--- src/hdl/cscu_pkg.sv ---
// ----------------------------------------------------------------------------
// cscu_pkg
// Shared constants, types and helper functions of the spline coefficient unit.
// ----------------------------------------------------------------------------
`default_nettype none

package cscu_pkg;

  localparam int unsigned KNOT_FRAC_BITS = 16;
  localparam int unsigned COEF_FRAC_BITS = 32;
  localparam int unsigned MAX_KNOTS      = 1024;

  localparam int unsigned KNOT_W = 32;
  localparam int unsigned COEF_W = 64;
  localparam int unsigned WIDE_W = 128;
  localparam int unsigned IDX_W  = 10;
  // Operand of the shared unit: multiplier bits or divisor, both below 2^34.
  localparam int unsigned OPC_W  = 34;
  localparam int unsigned CNT_W  = 7;
  localparam int unsigned DIV_STEPS = 64;

  localparam logic [COEF_W-1:0] COEF_MAX = {1'b0, {(COEF_W-1){1'b1}}};
  localparam logic [COEF_W-1:0] COEF_MIN = {1'b1, {(COEF_W-1){1'b0}}};

  typedef enum logic {
    OP_MUL,
    OP_DIV
  } alu_op_e;

  typedef enum logic [2:0] {
    ALU_IDLE,
    ALU_MUL,
    ALU_DCHK,
    ALU_DIV,
    ALU_DFIN
  } alu_state_e;

  typedef enum logic [3:0] {
    SQ_IDLE,
    SQ_SLOPE,
    SQ_MUL_A,
    SQ_MUL_B,
    SQ_CNUM,
    SQ_CDIV,
    SQ_DDIV,
    SQ_BMUL,
    SQ_BDIV,
    SQ_HOLD
  } seq_state_e;

  // Request to the shared unit. For a multiply the result is
  // opa + opb * opc; for a divide it is opa / opc rounded toward zero.
  typedef struct packed {
    logic              start;
    alu_op_e           op;
    logic [WIDE_W-1:0] opa;
    logic [WIDE_W-1:0] opb;
    logic [OPC_W-1:0]  opc;
  } alu_req_t;

  typedef struct packed {
    logic              done;
    logic [WIDE_W-1:0] result;
  } alu_rsp_t;

  function automatic logic [WIDE_W-1:0] sext64(input logic [COEF_W-1:0] v);
    return {{(WIDE_W-COEF_W){v[COEF_W-1]}}, v};
  endfunction

  function automatic logic [WIDE_W-1:0] sext32(input logic [KNOT_W-1:0] v);
    return {{(WIDE_W-KNOT_W){v[KNOT_W-1]}}, v};
  endfunction

  // Saturate a 128-bit two's complement value to the 64-bit range.
  function automatic logic [COEF_W-1:0] sat64(input logic [WIDE_W-1:0] v);
    logic all_one;
    logic all_zero;
    all_one  = &v[WIDE_W-1:COEF_W-1];
    all_zero = ~|v[WIDE_W-1:COEF_W-1];
    if (all_one || all_zero) begin
      return v[COEF_W-1:0];
    end
    return v[WIDE_W-1] ? COEF_MIN : COEF_MAX;
  endfunction

endpackage

`default_nettype wire

--- src/hdl/cscu_alu.sv ---
// ----------------------------------------------------------------------------
// cscu_alu
// Shared iterative unit: shift-add multiply-accumulate and restoring divide.
// ----------------------------------------------------------------------------
`default_nettype none

module cscu_alu (
  input  wire logic              clk_i,
  input  wire logic              rst_ni,
  input  wire cscu_pkg::alu_req_t req_i,
  output cscu_pkg::alu_rsp_t      rsp_o
);

  cscu_pkg::alu_state_e state_q, state_d;

  logic [cscu_pkg::WIDE_W-1:0] acc_q;
  logic [cscu_pkg::WIDE_W-1:0] opb_q;
  logic [cscu_pkg::OPC_W-1:0]  opc_q;
  logic [cscu_pkg::OPC_W-1:0]  rem_q;
  logic [cscu_pkg::CNT_W-1:0]  cnt_q;
  logic                        neg_q;
  logic                        done_q;

  logic [cscu_pkg::OPC_W:0]    rem_sh;
  logic                        rem_ge;
  logic                        hi_ge;
  logic [cscu_pkg::COEF_W-1:0] quo;
  logic                        last_step;

  assign rem_sh    = {rem_q, acc_q[cscu_pkg::COEF_W-1]};
  assign rem_ge    = rem_sh >= {1'b0, opc_q};
  assign hi_ge     = acc_q[cscu_pkg::WIDE_W-1:cscu_pkg::COEF_W] >=
                     {{(cscu_pkg::COEF_W-cscu_pkg::OPC_W){1'b0}}, opc_q};
  assign quo       = acc_q[cscu_pkg::COEF_W-1:0];
  assign last_step = cnt_q == cscu_pkg::CNT_W'(1);

  // Next state
  always_comb begin
    state_d = state_q;
    unique case (state_q)
      cscu_pkg::ALU_IDLE: begin
        if (req_i.start) begin
          state_d = (req_i.op == cscu_pkg::OP_MUL) ? cscu_pkg::ALU_MUL : cscu_pkg::ALU_DCHK;
        end
      end
      cscu_pkg::ALU_MUL:  if (last_step) state_d = cscu_pkg::ALU_IDLE;
      cscu_pkg::ALU_DCHK: state_d = hi_ge ? cscu_pkg::ALU_IDLE : cscu_pkg::ALU_DIV;
      cscu_pkg::ALU_DIV:  if (last_step) state_d = cscu_pkg::ALU_DFIN;
      cscu_pkg::ALU_DFIN: state_d = cscu_pkg::ALU_IDLE;
      default:            state_d = cscu_pkg::ALU_IDLE;
    endcase
  end

  // Outputs
  always_comb begin
    rsp_o.done   = done_q;
    rsp_o.result = acc_q;
  end

  always_ff @(posedge clk_i or negedge rst_ni) begin
    if (!rst_ni) begin
      state_q <= cscu_pkg::ALU_IDLE;
      done_q  <= 1'b0;
    end else begin
      state_q <= state_d;
      done_q  <= (state_q == cscu_pkg::ALU_MUL && last_step) ||
                 (state_q == cscu_pkg::ALU_DCHK && hi_ge) ||
                 (state_q == cscu_pkg::ALU_DFIN);
    end
  end

  always_ff @(posedge clk_i) begin
    unique case (state_q)
      cscu_pkg::ALU_IDLE: begin
        if (req_i.start) begin
          opc_q <= req_i.opc;
          opb_q <= req_i.opb;
          neg_q <= req_i.opa[cscu_pkg::WIDE_W-1];
          if (req_i.op == cscu_pkg::OP_MUL) begin
            acc_q <= req_i.opa;
            cnt_q <= cscu_pkg::CNT_W'(cscu_pkg::OPC_W);
          end else begin
            acc_q <= req_i.opa[cscu_pkg::WIDE_W-1] ? (~req_i.opa + 1'b1) : req_i.opa;
          end
        end
      end
      cscu_pkg::ALU_MUL: begin
        if (opc_q[0]) begin
          acc_q <= acc_q + opb_q;
        end
        opb_q <= opb_q << 1;
        opc_q <= opc_q >> 1;
        cnt_q <= cnt_q - 1'b1;
      end
      cscu_pkg::ALU_DCHK: begin
        if (hi_ge) begin
          acc_q[cscu_pkg::COEF_W-1:0] <= neg_q ? cscu_pkg::COEF_MIN : cscu_pkg::COEF_MAX;
        end
        rem_q <= acc_q[cscu_pkg::COEF_W +: cscu_pkg::OPC_W];
        cnt_q <= cscu_pkg::CNT_W'(cscu_pkg::DIV_STEPS);
      end
      cscu_pkg::ALU_DIV: begin
        rem_q <= rem_ge ? cscu_pkg::OPC_W'(rem_sh - {1'b0, opc_q})
                        : rem_sh[cscu_pkg::OPC_W-1:0];
        acc_q[cscu_pkg::COEF_W-1:0] <= {acc_q[cscu_pkg::COEF_W-2:0], rem_ge};
        cnt_q <= cnt_q - 1'b1;
      end
      cscu_pkg::ALU_DFIN: begin
        if (neg_q) begin
          acc_q[cscu_pkg::COEF_W-1:0] <= (quo > cscu_pkg::COEF_MIN) ? cscu_pkg::COEF_MIN
                                                                  : (~quo + 1'b1);
        end else begin
          acc_q[cscu_pkg::COEF_W-1:0] <= quo[cscu_pkg::COEF_W-1] ? cscu_pkg::COEF_MAX : quo;
        end
        acc_q[cscu_pkg::WIDE_W-1:cscu_pkg::COEF_W] <= '0;
      end
      default: ;
    endcase
  end

endmodule

`default_nettype wire

--- src/hdl/clamped_start_cubic_spline_coefs_unit.sv ---
// ----------------------------------------------------------------------------
// clamped_start_cubic_spline_coefs_unit
// Streams spline knots and emits the cubic coefficients of each segment.
// ----------------------------------------------------------------------------
//
//  Channel   Direction  Carries
//  s_axis    in         knot_x, knot_y in tdata; first_knot in tuser
//  m_axis    out        segment_index, coef_a..coef_d in tdata; spacing_error in tuser
//  cfg       in         start_slope (index 0), start_curvature (index 1)
//
// A first knot (or any knot before a spline has started) yields no
// result, and so does a knot that arrives once the spline is full. Any
// other knot with positive spacing runs through one shared multiply/divide
// unit: four divides and three multiplies (two for a spline's second knot).
// A knot whose spacing is not positive skips the shared unit and gives an
// error result. The result waits in an output register; a stalled output
// holds the sequencer in its final state until the result is taken. Reset
// is asynchronous and clears the knot count, state and configuration registers.
// ----------------------------------------------------------------------------
`default_nettype none

module clamped_start_cubic_spline_coefs_unit #(
  parameter int unsigned MAX_KNOTS = cscu_pkg::MAX_KNOTS
) (
  input  wire logic         clk_i,
  input  wire logic         rst_ni,
  // Knot request: [31:0] knot_x, [63:32] knot_y
  input  wire logic         s_axis_tvalid_i,
  output logic              s_axis_tready_o,
  input  wire logic [63:0]  s_axis_tdata_i,
  // [0] first_knot
  input  wire logic         s_axis_tuser_i,
  // Result: [9:0] segment_index, [73:10] coef_a, [137:74] coef_b,
  // [201:138] coef_c, [265:202] coef_d, [271:266] zero
  output logic              m_axis_tvalid_o,
  input  wire logic         m_axis_tready_i,
  output logic [271:0]      m_axis_tdata_o,
  // [0] spacing_error
  output logic              m_axis_tuser_o,
  // Configuration write port
  input  wire logic         cfg_we_i,
  input  wire logic         cfg_idx_i,
  input  wire logic [31:0]  cfg_data_i
);

  localparam int unsigned KC_W = $clog2(MAX_KNOTS + 1);
  localparam int unsigned KW   = cscu_pkg::KNOT_W;
  localparam int unsigned CW   = cscu_pkg::COEF_W;
  localparam int unsigned WW   = cscu_pkg::WIDE_W;
  localparam int unsigned KF   = cscu_pkg::KNOT_FRAC_BITS;
  localparam int unsigned CF   = cscu_pkg::COEF_FRAC_BITS;
  localparam logic        CFG_SLOPE = 1'b0;
  localparam logic        CFG_CURV  = 1'b1;

  // Configuration registers
  logic [KW-1:0] slope_q, curv_q;

  // Spline state
  logic [KW-1:0]   prev_x_q, prev_y_q, prev_h_q;
  logic [CW-1:0]   s_last_q, c_last_q, c_bl_q;
  logic [KC_W-1:0] cnt_q;

  // Knot in flight
  logic [KW-1:0] x_q, y_q, h_q;
  logic [CW-1:0] s1_q, tmp_q, cnew_q, d_q, b_q;
  logic          err_q;
  logic          launched_q;

  // Output register
  logic                       out_valid_q;
  logic [cscu_pkg::IDX_W-1:0] out_idx_q;
  logic [CW-1:0]              out_a_q, out_b_q, out_c_q, out_d_q;
  logic                       out_err_q;

  cscu_pkg::seq_state_e state_q, state_d;
  cscu_pkg::alu_req_t   alu_req;
  cscu_pkg::alu_rsp_t   alu_rsp;

  logic          in_acc, restart, full, sec_knot, out_free;
  logic [KW:0]   h_full;
  logic          h_bad;
  logic [WW-1:0] prod_k, s1x3, slx3, sl_sh, cdiff;
  logic [CW-1:0] mi1, mi2;

  assign in_acc   = s_axis_tvalid_i && s_axis_tready_o;
  assign restart  = s_axis_tuser_i || (cnt_q == '0);
  assign full     = cnt_q >= KC_W'(MAX_KNOTS);
  assign sec_knot = cnt_q == KC_W'(1);
  assign out_free = !out_valid_q || m_axis_tready_i;
  assign h_full   = {s_axis_tdata_i[KW-1], s_axis_tdata_i[KW-1:0]} -
                    {prev_x_q[KW-1], prev_x_q};
  assign h_bad    = h_full[KW] || (h_full == '0);

  // Terms of the c numerator
  assign prod_k = WW'($signed(alu_rsp.result) >>> KF);
  assign s1x3   = (cscu_pkg::sext64(s1_q) << 1) + cscu_pkg::sext64(s1_q);
  assign slx3   = (cscu_pkg::sext32(slope_q) << 1) + cscu_pkg::sext32(slope_q);
  assign sl_sh  = slx3 << (CF - KF);
  assign mi1    = cscu_pkg::sat64(s1x3 - ((cscu_pkg::sext64(s_last_q) << 1) +
                                          cscu_pkg::sext64(s_last_q)));
  assign mi2    = cscu_pkg::sat64(prod_k);
  assign cdiff  = cscu_pkg::sext64(cnew_q) - cscu_pkg::sext64(c_last_q);

  cscu_alu u_alu (
    .clk_i  (clk_i),
    .rst_ni (rst_ni),
    .req_i  (alu_req),
    .rsp_o  (alu_rsp)
  );

  // Next state of the sequencer
  always_comb begin
    state_d = state_q;
    unique case (state_q)
      cscu_pkg::SQ_IDLE: begin
        if (in_acc && !restart && !full) begin
          state_d = h_bad ? cscu_pkg::SQ_HOLD : cscu_pkg::SQ_SLOPE;
        end
      end
      cscu_pkg::SQ_SLOPE: begin
        if (alu_rsp.done) state_d = sec_knot ? cscu_pkg::SQ_MUL_B : cscu_pkg::SQ_MUL_A;
      end
      cscu_pkg::SQ_MUL_A: if (alu_rsp.done) state_d = cscu_pkg::SQ_MUL_B;
      cscu_pkg::SQ_MUL_B: if (alu_rsp.done) state_d = cscu_pkg::SQ_CNUM;
      cscu_pkg::SQ_CNUM:  state_d = cscu_pkg::SQ_CDIV;
      cscu_pkg::SQ_CDIV:  if (alu_rsp.done) state_d = cscu_pkg::SQ_DDIV;
      cscu_pkg::SQ_DDIV:  if (alu_rsp.done) state_d = cscu_pkg::SQ_BMUL;
      cscu_pkg::SQ_BMUL:  if (alu_rsp.done) state_d = cscu_pkg::SQ_BDIV;
      cscu_pkg::SQ_BDIV:  if (alu_rsp.done) state_d = cscu_pkg::SQ_HOLD;
      cscu_pkg::SQ_HOLD:  if (out_free) state_d = cscu_pkg::SQ_IDLE;
      default:            state_d = cscu_pkg::SQ_IDLE;
    endcase
  end

  // Sequencer outputs: handshake and the request to the shared unit
  always_comb begin
    s_axis_tready_o = state_q == cscu_pkg::SQ_IDLE;
    alu_req.start   = 1'b0;
    alu_req.op      = cscu_pkg::OP_DIV;
    alu_req.opa     = '0;
    alu_req.opb     = '0;
    alu_req.opc     = cscu_pkg::OPC_W'(h_q);
    unique case (state_q)
      cscu_pkg::SQ_SLOPE: begin
        alu_req.start = !launched_q;
        alu_req.opa   = cscu_pkg::sext32(y_q - prev_y_q) << CF;
        // The subtraction may wrap at 32 bits; rebuild it at 33.
        alu_req.opa   = (WW'($signed({y_q[KW-1], y_q}) - $signed({prev_y_q[KW-1], prev_y_q})))
                        << CF;
      end
      cscu_pkg::SQ_MUL_A: begin
        alu_req.start = !launched_q;
        alu_req.op    = cscu_pkg::OP_MUL;
        alu_req.opb   = cscu_pkg::sext64(c_bl_q);
        alu_req.opc   = cscu_pkg::OPC_W'(prev_h_q);
      end
      cscu_pkg::SQ_MUL_B: begin
        alu_req.start = !launched_q;
        alu_req.op    = cscu_pkg::OP_MUL;
        alu_req.opa   = sec_knot ? '0 : alu_rsp.result;
        alu_req.opb   = cscu_pkg::sext64(c_last_q);
        alu_req.opc   = sec_knot ? {1'b0, h_q, 1'b0}
                                 : {({1'b0, prev_h_q} + {1'b0, h_q}), 1'b0};
      end
      cscu_pkg::SQ_CDIV: begin
        alu_req.start = !launched_q;
        alu_req.opa   = cscu_pkg::sext64(tmp_q) << KF;
      end
      cscu_pkg::SQ_DDIV: begin
        alu_req.start = !launched_q;
        alu_req.opa   = cscu_pkg::sext64(cscu_pkg::sat64(cdiff)) << KF;
        alu_req.opc   = {2'b00, h_q} + {1'b0, h_q, 1'b0};
      end
      cscu_pkg::SQ_BMUL: begin
        alu_req.start = !launched_q;
        alu_req.op    = cscu_pkg::OP_MUL;
        alu_req.opb   = cscu_pkg::sext64(cnew_q) + (cscu_pkg::sext64(c_last_q) << 1);
      end
      cscu_pkg::SQ_BDIV: begin
        alu_req.start = !launched_q;
        alu_req.opa   = alu_rsp.result;
        alu_req.opc   = cscu_pkg::OPC_W'(3) << KF;
      end
      default: ;
    endcase
  end

  always_ff @(posedge clk_i or negedge rst_ni) begin
    if (!rst_ni) begin
      state_q     <= cscu_pkg::SQ_IDLE;
      launched_q  <= 1'b0;
      out_valid_q <= 1'b0;
      cnt_q       <= '0;
      slope_q     <= '0;
      curv_q      <= '0;
    end else begin
      state_q <= state_d;
      if (alu_req.start) begin
        launched_q <= 1'b1;
      end else if (alu_rsp.done) begin
        launched_q <= 1'b0;
      end
      if (cfg_we_i) begin
        unique case (cfg_idx_i)
          CFG_SLOPE: slope_q <= cfg_data_i;
          CFG_CURV:  curv_q  <= cfg_data_i;
          default:   ;
        endcase
      end
      if (m_axis_tvalid_o && m_axis_tready_i) begin
        out_valid_q <= 1'b0;
      end
      if (state_q == cscu_pkg::SQ_HOLD && out_free) begin
        out_valid_q <= 1'b1;
        if (!err_q) cnt_q <= cnt_q + 1'b1;
      end
      if (in_acc && restart) begin
        cnt_q <= KC_W'(1);
      end
    end
  end

  // Datapath registers
  always_ff @(posedge clk_i) begin
    if (in_acc) begin
      x_q   <= s_axis_tdata_i[KW-1:0];
      y_q   <= s_axis_tdata_i[2*KW-1:KW];
      h_q   <= h_full[KW-1:0];
      err_q <= h_bad;
      if (restart) begin
        // A new spline starts: c0 is half the start curvature.
        prev_x_q <= s_axis_tdata_i[KW-1:0];
        prev_y_q <= s_axis_tdata_i[2*KW-1:KW];
        prev_h_q <= '0;
        s_last_q <= '0;
        c_bl_q   <= '0;
        c_last_q <= cscu_pkg::sat64(cscu_pkg::sext32(curv_q) << (CF - KF - 1));
      end
    end
    if (alu_rsp.done) begin
      unique case (state_q)
        cscu_pkg::SQ_SLOPE: s1_q   <= alu_rsp.result[CW-1:0];
        cscu_pkg::SQ_CDIV:  cnew_q <= alu_rsp.result[CW-1:0];
        cscu_pkg::SQ_DDIV:  d_q    <= alu_rsp.result[CW-1:0];
        cscu_pkg::SQ_BDIV:  b_q    <= cscu_pkg::sat64(cscu_pkg::sext64(s1_q) -
                                                      cscu_pkg::sext64(alu_rsp.result[CW-1:0]));
        default: ;
      endcase
    end
    if (state_q == cscu_pkg::SQ_CNUM) begin
      if (sec_knot) begin
        tmp_q <= cscu_pkg::sat64(s1x3 - sl_sh - prod_k);
      end else begin
        tmp_q <= cscu_pkg::sat64(cscu_pkg::sext64(mi1) - cscu_pkg::sext64(mi2));
      end
    end
    if (state_q == cscu_pkg::SQ_HOLD && out_free) begin
      out_idx_q <= cscu_pkg::IDX_W'(32'(cnt_q) - 32'd1);
      out_err_q <= err_q;
      if (err_q) begin
        out_a_q <= '0;
        out_b_q <= '0;
        out_c_q <= '0;
        out_d_q <= '0;
      end else begin
        out_a_q  <= cscu_pkg::sat64(cscu_pkg::sext32(prev_y_q) << (CF - KF));
        out_b_q  <= b_q;
        out_c_q  <= c_last_q;
        out_d_q  <= d_q;
        // Advance the spline state by one knot.
        prev_x_q <= x_q;
        prev_y_q <= y_q;
        prev_h_q <= h_q;
        s_last_q <= s1_q;
        c_bl_q   <= c_last_q;
        c_last_q <= cnew_q;
      end
    end
  end

  assign m_axis_tvalid_o = out_valid_q;
  assign m_axis_tuser_o  = out_err_q;
  assign m_axis_tdata_o  = {6'b0, out_d_q, out_c_q, out_b_q, out_a_q, out_idx_q};

endmodule

`default_nettype wire

--- config.mk ---
export PLATFORM = sky130hd
export DESIGN_NAME = clamped_start_cubic_spline_coefs_unit
export DESIGN_NICKNAME = d
export VERILOG_FILES = /design/src/hdl/cscu_pkg.sv /design/src/hdl/cscu_alu.sv /design/src/hdl/clamped_start_cubic_spline_coefs_unit.sv
export SDC_FILE = /design/constraint.sdc
export NUM_CORES = 2
export LEC_CHECK = 0
export BUFFER_PORTS_ARGS = -buffer_cell sky130_fd_sc_hd__buf_2
export CORE_MARGIN = 3
export CORE_UTILIZATION = 49
export CTS_CLUSTER_DIAMETER = 40
export CTS_CLUSTER_SIZE = 24
export DETAILED_ROUTE_END_ITERATION = 16
export PLACE_DENSITY = 0.65
export SYNTH_ARGS = -nofsm -noshare
export SYNTH_HDL_FRONTEND = slang
export SYNTH_SLANG_ARGS = --single-unit
--- constraint.sdc ---
create_clock -name clk_i -period 29.2 [get_ports clk_i]
set_clock_uncertainty 0.2 [all_clocks]
set_input_delay 2.92 -clock clk_i [delete_from_list [all_inputs] [get_ports clk_i]]
set_output_delay 2.92 -clock clk_i [all_outputs]
set_load 0.01 [all_outputs]
==> Yosys cells after proc, flatten, opt, wreduce, memory -nomap -nowiden <==
Cells that the tools add are included.
{ "totals": {"regBits": 1389, "inputBits": 103, "wordCells": 285} }
{ "classes": {"addsub": 21, "magnitude_cmp": 4, "n_eq_ne": 32, "n_mux": 115, "n_bitwise": 3, "reduce_logical": 72} }
{ "ops": {"columns": ["op", "count"], "rows": [
  ["$mux W64", 39],
  ["$mux W128", 6],
  ["$pmux W128 S5", 1],
  ["$mux W32", 12],
  ["$pmux W128 S3", 1],
  ["$reduce_and A65 Y1", 5],
  ["$reduce_or A65 Y1", 5],
  ["$pmux W64 S5", 1],
  ["$pmux W128 S2", 1],
  ["$sub A64 B64 Y65", 3],
  ["$pmux W64 S3", 1],
  ["$pmux W34 S2", 2],
  ["$pmux W34 S4", 1],
  ["$add A65 B64 Y66", 2],
  ["$add A128 B1 Y128 const B", 1],
  ["$add A128 B128 Y128", 1],
  ["$not A128 Y128", 1],
  ["$sub A67 B112 Y113", 1],
  ["$mux W34", 3],
  ["$sub A66 B50 Y67", 1],
  ["$sub A66 B66 Y67", 1],
  ["$add A64 B65 Y66", 1],
  ["$sub A32 B32 Y33", 2],
  ["$add A64 B1 Y64 const B", 1],
  ["other kinds (55)", 154]
]} }

==> Longest topological paths before layout <==
{ "depth": {"depth_word": 16, "mapped_depth": 59, "mapped_depth_nobuf": 57} }

==> Modules after synthesis <==
Synthesis repeated with hierarchy kept, for this count alone.
{ "hier_totals": {"hier_cells": 12957, "area_unflattened_um2": 110956.4} }
{ "modules_own_cells": {"columns": ["mod", "n_inst", "cells_per_inst", "area_each_um2", "seq_area_each_um2"], "rows": [
  ["clamped_start_cubic_spline_coefs_unit", 1, 9111, 80257.0, 27371.3],
  ["cscu_alu", 1, 3846, 30699.4, 10069.7]
]} }

==> Least setup slack after synthesis <==
No wires, ideal clock.
{ "synth_path": {"path_type": "register to register", "startpoint": "reg s1_q[15]", "endpoint": "reg tmp_q[1], data pin", "setup_ps": 167, "arrival_time_ps": 12175, "required_ps": 28833, "slack_ps": 16658, "stages_incl_launch_ff": 53, "n_path_buf": 2, "cell_sequence": "edfxtp_1 -> ha_1 -> o21a_1 -> o21a_1 -> o21a_1 -> o211ai_1 -> o21ai_0 -> or3_1 -> a211o_1 -> o211ai_1 -> o311ai_0 -> a221o_1 -> a21oi_1 -> a21oi_1 -> a211o_1 -> o31a_1 -> xnor2_1 -> fa_1 -> [... 17 more ...] -> nor2b_1 -> o31a_1 -> or4_1 -> a41o_1 -> a221o_1 -> a41oi_1 -> o21ai_1 -> o211ai_1 -> nand4_1 -> a31o_1 -> a21o_1 -> and4b_1 -> o311a_1 -> o21a_1 -> o31ai_1 -> clkbuf_1 -> a21oi_1 -> a211oi_1"} }
{ "synth_via": {"elab_chain_cells": 16} }
{ "synth_lines": {"columns": ["item", "line_no", "rtl"], "rows": [
  ["from (decl)", "clamped_start_cubic_spline_coefs_unit.sv:65", "logic [CW-1:0] s1_q, tmp_q, cnew_q, d_q, b_q;"],
  ["from (signal assigned)", "clamped_start_cubic_spline_coefs_unit.sv:242", "cscu_pkg::SQ_SLOPE: s1_q <= alu_rsp.result[CW-1:0];"],
  ["$add A65 B64 Y66 (*)", "clamped_start_cubic_spline_coefs_unit.sv:96", "assign s1x3 = (cscu_pkg::sext64(s1_q) << 1) + cscu_pkg::sext64(s1_q);"],
  ["$sub A66 B66 Y67", "clamped_start_cubic_spline_coefs_unit.sv:99", "assign mi1 = cscu_pkg::sat64(s1x3 - ((cscu_pkg::sext64(s_last_q) << 1) +"],
  ["$reduce_or A65 Y1", "cscu_pkg.sv:79", "all_zero = ~|v[WIDE_W-1:COEF_W-1];"],
  ["$logic_not A1 Y1", "cscu_pkg.sv:79", null],
  ["$logic_or A1 B1 Y1", "cscu_pkg.sv:80", "if (all_one || all_zero) begin"],
  ["$mux W1", "cscu_pkg.sv:80", null],
  ["$mux W64", "cscu_pkg.sv:83", "return v[WIDE_W-1] ? COEF_MIN : COEF_MAX;"],
  ["$sub A64 B64 Y65", "clamped_start_cubic_spline_coefs_unit.sv:254", "tmp_q <= cscu_pkg::sat64(cscu_pkg::sext64(mi1) - cscu_pkg::sext64(mi2));"],
  ["$reduce_or A65 Y1", "cscu_pkg.sv:79", null],
  ["$logic_not A1 Y1", "cscu_pkg.sv:79", null],
  ["$logic_or A1 B1 Y1", "cscu_pkg.sv:80", null],
  ["$mux W1", "cscu_pkg.sv:80", null],
  ["$mux W1", "clamped_start_cubic_spline_coefs_unit.sv:251", "if (sec_knot) begin"],
  ["$mux W1", "clamped_start_cubic_spline_coefs_unit.sv:250", "if (state_q == cscu_pkg::SQ_CNUM) begin"],
  ["$mux W64", "cscu_pkg.sv:83", null],
  ["$mux W64 (*)", "clamped_start_cubic_spline_coefs_unit.sv:251", null],
  ["to (signal assigned)", "clamped_start_cubic_spline_coefs_unit.sv:252", "tmp_q <= cscu_pkg::sat64(s1x3 - sl_sh - prod_k);"],
  ["to (signal assigned)", "clamped_start_cubic_spline_coefs_unit.sv:254", null],
  ["to (decl)", "clamped_start_cubic_spline_coefs_unit.sv:65", null]
]} }
Mark *: on every way between the ends. The rest lies on a longest branch, timed or not. The select of a mux whose other input is x is not followed.
A chain may end at the register's enable or synchronous reset.

==> Final worst setup path <==
{ "layout_path": {"startpoint": "reg s1_q[1]", "endpoint": "reg tmp_q[11], data pin"} }
Same word-level chain as after synthesis.

==> impl_metrics.yaml <==
layout:
  area_growth_pct: 12.9
  seq_area_mm2: 0.0374
  finish.utilization_pct: 55.8
  drive_gt1_share_pct: 9.75
  postLayoutCellArea_mm2: 0.124
  fillCellCount: 20200
  reg_top3: "u_alu.acc_q (128), u_alu.opb_q (128)"
  nNetsFinal: 13900
  multiInputGateArea_mm2: 0.0675
  final_common_cell: "a21oi_1"
  final_cell_mix: "a21oi_1, nand2_1, edfxtp_1"
drt:
  drc: 0
  drt_wl_total_mm: 446
  drt-initial-drc-count: 10500
  vias: 102000
  post_drt_via_cell_ratio: 6.39
  wl_per_cell_um: 27.9
  ant_nets: 0
  first_pass_iters: 7
cts:
  cts.repair.resized: 0
  htree_levels: 5
  cts_tree: "done"
  clk_pin_slew_ns: 0.06
  cts.sinks: 1357
  cts_root_buf: "clkbuf_16"
  clk_latency_ns: 0.94
  clk_path_buf_depth: 4
  cts_buffers: 280
  post-cts-setup-buffer-count: 0
  ctsHoldBuffers: 0
synth:
  yosysWarnings: 0
  synth_edf_count: 984
  synth_cells: 12600
  synth_seq_cells: 1357
  syn_area_mm2: 0.110
  syn_area_per_cell_um2: 8.77
  synthFlopType: "edfxtp_1"
  ys_types: 110
  ys_async_sr_fraction_pct: 6.26
  seq_area_frac_synth_pct: 34.0
hold_path:
  min_path_type: "reg -> reg"
setup_path:
  cp-end-kind: "register"
  required_ns: 29.70
  slowest_delay_ns: 0.86
  path_common_cell: "a21oi_1"
  crit_path_end: "tmp_q[11]"
  crit_type: "reg -> reg"
  cp_slowest_cell: "nor4bb_1"
  r2r_end: "tmp_q[11]"
  crit_start: "s1_q[1]"
  crit_path_start_kind: "register"
  crit_path_max_fanout: 52
  arrival_ns: 17.39
  r2r_cells: 48
  r2r-start: "s1_q[1]"
  rrSetupSlack_ns: 12.31
status:
  run_status: "complete, no violations"
die:
  start_util_pct: 49.4
  core_mm2: 0.223
  die_w_um: 480
  dieArea_mm2: 0.230
  fp.dieH_um: 480
  floorplan.io_pins: 378
  rows: 173
placement:
  placed_area_mm2: 0.115
  gp_congestion: 1.05
  pre_cts_slack_ns: 13.18
  io_buffers: 355
  dp_hpwl_mm: 350
grt:
  gr-usage-all-layers_pct: 37.4
  met2_usage_pct: 60.8
  antenna_found_initial: 21
  grt_pass1_vias: 97200
  grt_pass1_wl_mm: 650
  overflow: 0
  grt_use_met3_pct: 5.72
  grt_max_degree: 167
  grt_util_met1_pct: 46.1
  top_usage_layer: "met2"
sta:
  fmax_ghz: 0.0592
  finalMaxSlewViolations: 0
  tns_ns: 0
  period_needed_ns: 16.89
  finalCritPeriodShare_pct: 57.9
  tightest_slew_ns: 1.37
  finalSetupViolCount: 0
  max_slew_margin_pct: 8.60
  rsz0062_at_grt: "no"
  finalWorstSetupSlack_ns: 12.31
  hold_viol: 0
job:
  max_cap_violations: 0
## worst min-delay path by stage
stage,startpoint,end,slack (ns),cells after the start
final,c_bl_q[59],c_bl_q[59],0.27,2
after global routing,prev_y_q[8],prev_y_q[8],0.29,2
after CTS,prev_y_q[23],prev_y_q[23],0.27,2
after detailed placement,c_bl_q[21],c_bl_q[21],0.26,2
after global placement,c_bl_q[0],c_bl_q[0],0.24,2
after floorplan,err_q,m_axis_tuser_o,0.22,0
## logic make-up after synthesis
logic type	count (synthesis)	share of synthesized area, %
buffers and inverters	1421	5.04
xor gates and xnor gates	880	7.00
and+or+nand+nor	3592	15.6
other	1	0.00341
muxes	111	1.08
adders and majority gates	1046	13.1
DFF	1357	34.0
AOI/OAI and AO/OA	4153	24.2
## cells in the mapped netlist (85+ instances only)
cell type	n	share of area, %
nor2b_1	271	1.5
a31oi_1	222	1.3
nand2_1	1197	4.1
xor2_1	332	2.6
o21bai_1	142	0.97
edfxtp_1	984	27
o31ai_1	158	1.1
o21a_1	93	0.63
ha_1	873	9.9
fa_1	172	3.1
nor2_1	818	2.8
dfrtp_1	85	1.9
o21ai_0	805	3.7
a21o_1	588	4.0
nand4_1	173	0.98
a21oi_1	1228	5.6
nand2b_1	144	0.82
nand3_1	303	1.4
xnor2_1	548	4.4
clkbuf_1	528	1.8
a211oi_1	157	1.1
and3_1	108	0.61
nor3_1	184	0.84
dfxtp_1	288	5.2
inv_1	766	2.6
## per-layer routing
layer	up-vias	part of all wire (%)
met4	20	8.1
met1	49600	39
li1	46600	-
met2	4691	46
met3	1207	7.1
met5	-	0.031
## worst max-delay path, delay by kind of cell, from the launching register on
family | cells | cell delay [ns]
buf+inv | 2 | 1.15
flops | 1 | 0.45
xor+xnor | 1 | 0.23
fa+ha+maj | 4 | 1.73
simple gates | 12 | 4.22
compound gates | 29 | 8.55
## through the flow
stage,instances,hold slack [ns]
after floorplan,12600,0.224
after global placement,15500,0.242
after detailed placement,15500,0.262
after CTS,16000,0.271
after global routing,16000,0.291
final,16000,0.272
## layout make-up
type / count / share of cell area (%)
Tap cell: 2975 / 2.99
Multi-Input combinational cell: 9804 / 54.3
Antenna cell: 17 / 0.0342
Clock buffer: 328 / 6.01
Timing Repair Buffer: 566 / 2.73
Clock inverter: 165 / 1.51
Sequential cell: 1357 / 30.1
Inverter: 768 / 2.33
Power is not shown: default switching activity piles up to over one toggle a cycle in this logic, so the estimate is an artifact.
